--- config.mk ---
export PLATFORM = sky130hd
export DESIGN_NAME = idcd_entry_logic
export DESIGN_NICKNAME = d
export VERILOG_FILES = /design/src/hw/rtl/idcd_pkg.sv /design/src/hw/rtl/idcd_entry_logic.sv
export SDC_FILE = /design/constraint.sdc
export NUM_CORES = 1
export LEC_CHECK = 0
export BUFFER_PORTS_ARGS = -buffer_cell sky130_fd_sc_hd__buf_2
export CORE_AREA = 2 2 79 112
export DETAILED_ROUTE_END_ITERATION = 8
export DIE_AREA = 0 0 81 114
export GPL_ROUTABILITY_DRIVEN = 0
export PLACE_DENSITY_LB_ADDON = 0.3
export SYNTH_ARGS = -nofsm -noshare
export SYNTH_HDL_FRONTEND = slang
export SYNTH_SLANG_ARGS = --single-unit
--- constraint.sdc ---
create_clock -name vclk -period 11.3
set_input_delay 0 -clock vclk [all_inputs]
set_output_delay 0 -clock vclk [all_outputs]
set_load 0.03 [all_outputs]
--- src/hw/rtl/idcd_pkg.sv ---
// ----------------------------------------------------------------------------
// idcd_pkg
// Shared types and constants of the impulse double-click detector.
// ----------------------------------------------------------------------------
package idcd_pkg;

  localparam int NUM_PLAYERS_DEF  = 16;
  localparam int NUM_CONTROLS_DEF = 64;

  localparam int REQ_W     = 2;
  localparam int PLAYER_W  = 4;
  localparam int CONTROL_W = 6;
  localparam int POS_W     = 16;
  localparam int TIME_W    = 32;
  localparam int THRESH_W  = 11;
  localparam int COUNT_W   = 15;

  localparam logic [THRESH_W-1:0] THRESH_RESET = 11'd300;
  localparam logic [COUNT_W-1:0]  COUNT_MAX    = 15'h7FFF;

  // Class boundaries in Q2.14: +0.5 and -0.5, both compared strictly.
  localparam logic signed [POS_W-1:0] POS_HALF = 16'sd8192;
  localparam logic signed [POS_W-1:0] NEG_HALF = -16'sd8192;

  typedef enum logic [REQ_W-1:0] {
    REQ_SAMPLE     = 2'd0,
    REQ_PULSE      = 2'd1,
    REQ_TAKE_COUNT = 2'd2,
    REQ_TAKE_FLAG  = 2'd3
  } req_t;

  typedef enum logic [1:0] {
    LVL_RELEASED = 2'd0,
    LVL_POS      = 2'd1,
    LVL_NEG      = 2'd2
  } level_t;

  typedef struct packed {
    level_t               last_level;
    level_t               click_dir;
    logic [TIME_W-1:0]    click_time;
    logic                 sticky_flag;
    logic [COUNT_W-1:0]   pulse_count;
  } entry_t;

  typedef struct packed {
    logic                 double_click;
    logic                 click_negative;
    logic [COUNT_W-1:0]   taken_count;
    logic                 taken_flag;
  } result_t;

endpackage

--- src/hw/rtl/idcd_entry_logic.sv ---
// ----------------------------------------------------------------------------
// idcd_entry_logic
// Computes the new table entry and the result for one request.
// ----------------------------------------------------------------------------
module idcd_entry_logic
  import idcd_pkg::*;
(
  input  req_t                      req,
  input  logic signed [POS_W-1:0]   position,
  input  logic [TIME_W-1:0]         time_ms,
  input  logic [THRESH_W-1:0]       threshold,
  input  entry_t                    cur,
  output entry_t                    nxt,
  output result_t                   res
);

  level_t            cls;
  level_t            act;
  logic [TIME_W-1:0] dt;
  logic              in_window;

  always_comb begin
    if (position > POS_HALF) begin
      cls = LVL_POS;
    end else if (position < NEG_HALF) begin
      cls = LVL_NEG;
    end else begin
      cls = LVL_RELEASED;
    end
  end

  assign act       = (req == REQ_PULSE) ? LVL_POS : cls;
  assign dt        = time_ms - cur.click_time;
  assign in_window = dt < {{(TIME_W-THRESH_W){1'b0}}, threshold};

  always_comb begin
    nxt = cur;
    res = '0;
    unique case (req)
      REQ_SAMPLE, REQ_PULSE: begin
        if ((req == REQ_PULSE) && (cur.pulse_count != COUNT_MAX)) begin
          nxt.pulse_count = cur.pulse_count + 1'b1;
        end
        if (threshold == '0) begin
          nxt.sticky_flag = 1'b0;
          nxt.click_time  = '0;
          nxt.click_dir   = LVL_RELEASED;
        end else begin
          if ((act != LVL_RELEASED) && (act != cur.last_level)) begin
            if ((act == cur.click_dir) && in_window) begin
              nxt.sticky_flag    = 1'b1;
              res.double_click   = 1'b1;
              res.click_negative = (act == LVL_NEG);
            end
            nxt.click_time = time_ms;
            nxt.click_dir  = act;
            nxt.last_level = act;
          end
          // A pulse ends with its release half.
          if ((act == LVL_RELEASED) || (req == REQ_PULSE)) begin
            nxt.last_level = LVL_RELEASED;
          end
        end
      end
      REQ_TAKE_COUNT: begin
        res.taken_count = cur.pulse_count;
        nxt.pulse_count = '0;
      end
      REQ_TAKE_FLAG: begin
        res.taken_flag  = cur.sticky_flag;
        nxt.sticky_flag = 1'b0;
      end
    endcase
  end

endmodule

==> summary.txt <==
Die
  – # IOs: 183
  – Initial Util: 38.90%
  – Die Wd: 81 um
  – Cell row count: 40
  – Core outline area: 0.008308 sq mm
  – Die height: 114 um
  – Die area: 0.009234 sq mm

Route
  – ANT nets after route: 0
  – DRC Markers: 0
  – Drt initial violations: 128
  – Via-to-Cell Ratio: 5.749
  – Routed WL per cell: 14.74 um
  – Routed via count: 4404
  – DRT Pass-1 Iters: 4
  – Routed WL: 11290 um

GRT
  – Largest net degree at the start of global routing: 33
  – Vias in the first global route: 4224
  – First-pass GRT wire length: 18290 um
  – Initial antenna violation count: 0
  – All-Layer GR Usage: 23.73%
  – GR Overflow Total: 0

Clock network
  – Post-CTS sizing: 0
  – Number of post-CTS setup repair buffers: 0
  – Post-CTS Hold Fix Bufs: 0

Critical path
  – CP cell instances: buf_2, inv_1, ha_1, fa_1, nor2b_1, o2111ai_1, nand2_1, a21o_1, a21o_1, a21oi_1, o21ai_0, xor2_1, ha_1, inv_1, o22ai_1, nor2_1, o21ai_0, or3_1, or4_1, nor4_2, nand3_1, o41ai_2, buf_2
  – Crit Path Class: in2out
  – Critical Path End Type: output port
  – Slowest cell on crit path: or4_1
  – CP delay by family, top: simple AND/OR/NAND/NOR gates
  – Worst Path Arrival: 4490 ps
  – Worst stage delay on the critical path: 490 ps
  – CP Max Fanout: 4
  – CP startpoint kind: input port
  – CP Buf/Inv Count: 4
  – Worst Setup SP: time_ms[0]
  – WP data required: 11300 ps

Synthesis
  – Biggest area consumer among synthesized cells: ha_1
  – Syn_nets: 654
  – Cells after synthesis: 498
  – Most frequent cell after synthesis: inv_1
  – Sequential element share of the synthesized area: 0%
  – Synth warn: 0
  – Post-synthesis cell type count: 57
  – Synth area leaders: ha_1 (16%), a22o_1 (8.1%), inv_1 (6.5%)
  – Post-synth top area share: 16.26%
  – Netlist Area Pre-Place: 0.003232 sq mm
  – Post-synth top cells: inv_1 (56), nand2_1 (43), ha_1 (42), a21oi_1 (33), nor2_1 (33)
  – Syn avg cell area: 6.490 sq um

Finish
  – Antenna cells: 0
  – Nets: 819
  – Multi-input logic area: 0.002943 sq mm
  – Clkbuf count: 0
  – Synth-to-Final Area Change: 30.20%
  – Sequential cell area: 0 sq um
  – Total number of sequential cells: 0
  – Number of fill cells: 900
  – Share of cells above drive strength 1: 29.35%
  – Final Instance Area: 0.004208 sq mm

Flow run
  – Max-cap viol count: 0

Placement
  – Dpl hpwl: 9829 um
  – Count of input and output buffers: 183
  – DP Area: 0.004208 sq mm

Min path
  – Min-delay src: cur[12]
  – Hold Path Class: in2out

Timing
  – Final setup viols: 0
  – Fmax: 223.0 MHz
  – Least-Margin Pin Slew: 1121 ps
  – Hold Violations, Final: 0
  – Max-slew headroom: 25.26%
  – Crit share post-route: 39.69%
  – RSZ-0062 raised after global routing: no
  – Slew Limit Fails: 0
  – Tmin final: 4485 ps
  – TNS Setup: 0 ps

Run status
  – Outcome: complete, no violations

Pwr
  – PwrDens: 60.53 mW/mm^2
  – Maximum vdd drop: 0.03389 mV
  – Leak pwr: 2.299 nW
-- worst min-delay path, cell delays in order --
cell	delay, ps
buf_2	110
o31ai_1	70
buf_2	170
-- kinds of logic after synthesis --
logic type | synth area share (%)
xor gates and xnor gates | 7.046
and+or+nand+nor | 27.41
muxes | 1.626
AOI/OAI and AO/OA | 38.10
buffers and inverters | 8.943
adders and majority gates | 16.88
-- cell usage in the layout, fill, tap and decap left out, drive strengths merged, types with 3 or more instances in the layout --
master	netlist	final
a211oi	4	4
or3	5	5
xnor2	12	12
o2111ai	6	6
o31ai	3	3
a21o	14	14
mux2i	3	3
o21a	10	10
ha	42	42
nor2b	5	5
and3	5	5
xor2	14	14
o211ai	7	7
nand3	22	22
and2	20	20
nand2	43	43
buf	0	184
nor4	10	10
nor3	8	8
o21bai	3	3
o41ai	3	3
a31oi	7	7
nand4	15	15
nand2b	3	3
a21oi	33	33
a221oi	3	3
a22o	30	30
o21ai	32	32
inv	56	56
nor2	33	33
-- final cells by class --
cell class                 count  share of cell area, %
inverter                      56                  4.996
timing repair buffer         184                  21.94
multi-input combinational    421                  69.94
tap                          105                  3.122
-- metal layers --
layer	vias up	track usage, %	part of all wire [%]
met5	-	0	0
met4	0	7.119	3.0
met3	33	3.481	6.5
met2	173	46.89	54
met1	2013	24.83	37
li1	2185	-	-
-- through the flow --
step	worst slack (ps)	hold WS [ps]	total power [W]	cells	util, %
6_report	6815	354.1	0.0002547	766	50.65
5_1_grt	6442	366.4	0.0002802	766	50.65
4_1_cts	6927	352.8	0.0002541	766	50.65
3_5_place_dp	6945	350.6	0.0002530	766	50.65
3_3_place_gp	7045	348.1	0.0002483	766	50.65
2_1_floorplan	6909	198.7	0.0001764	498	-
-- worst paths after layout --
| kind | endpoint | slack [ps] | cells past startpoint |
|---|---|---|---|
| setup / recovery | nxt[15] | 6810 | 23 |
| hold / removal | nxt[12] | 350 | 3 |
-- power breakdown --
group,switching (W),leakage [nW],internal [W],total [W]
registers,0,0,0,0
clock network,0,0,0,0
logic,0.000158,2.30,0.0000966,0.000255
total,0.000158,2.30,0.0000966,0.000255
Power figures use the tool's default switching activity.
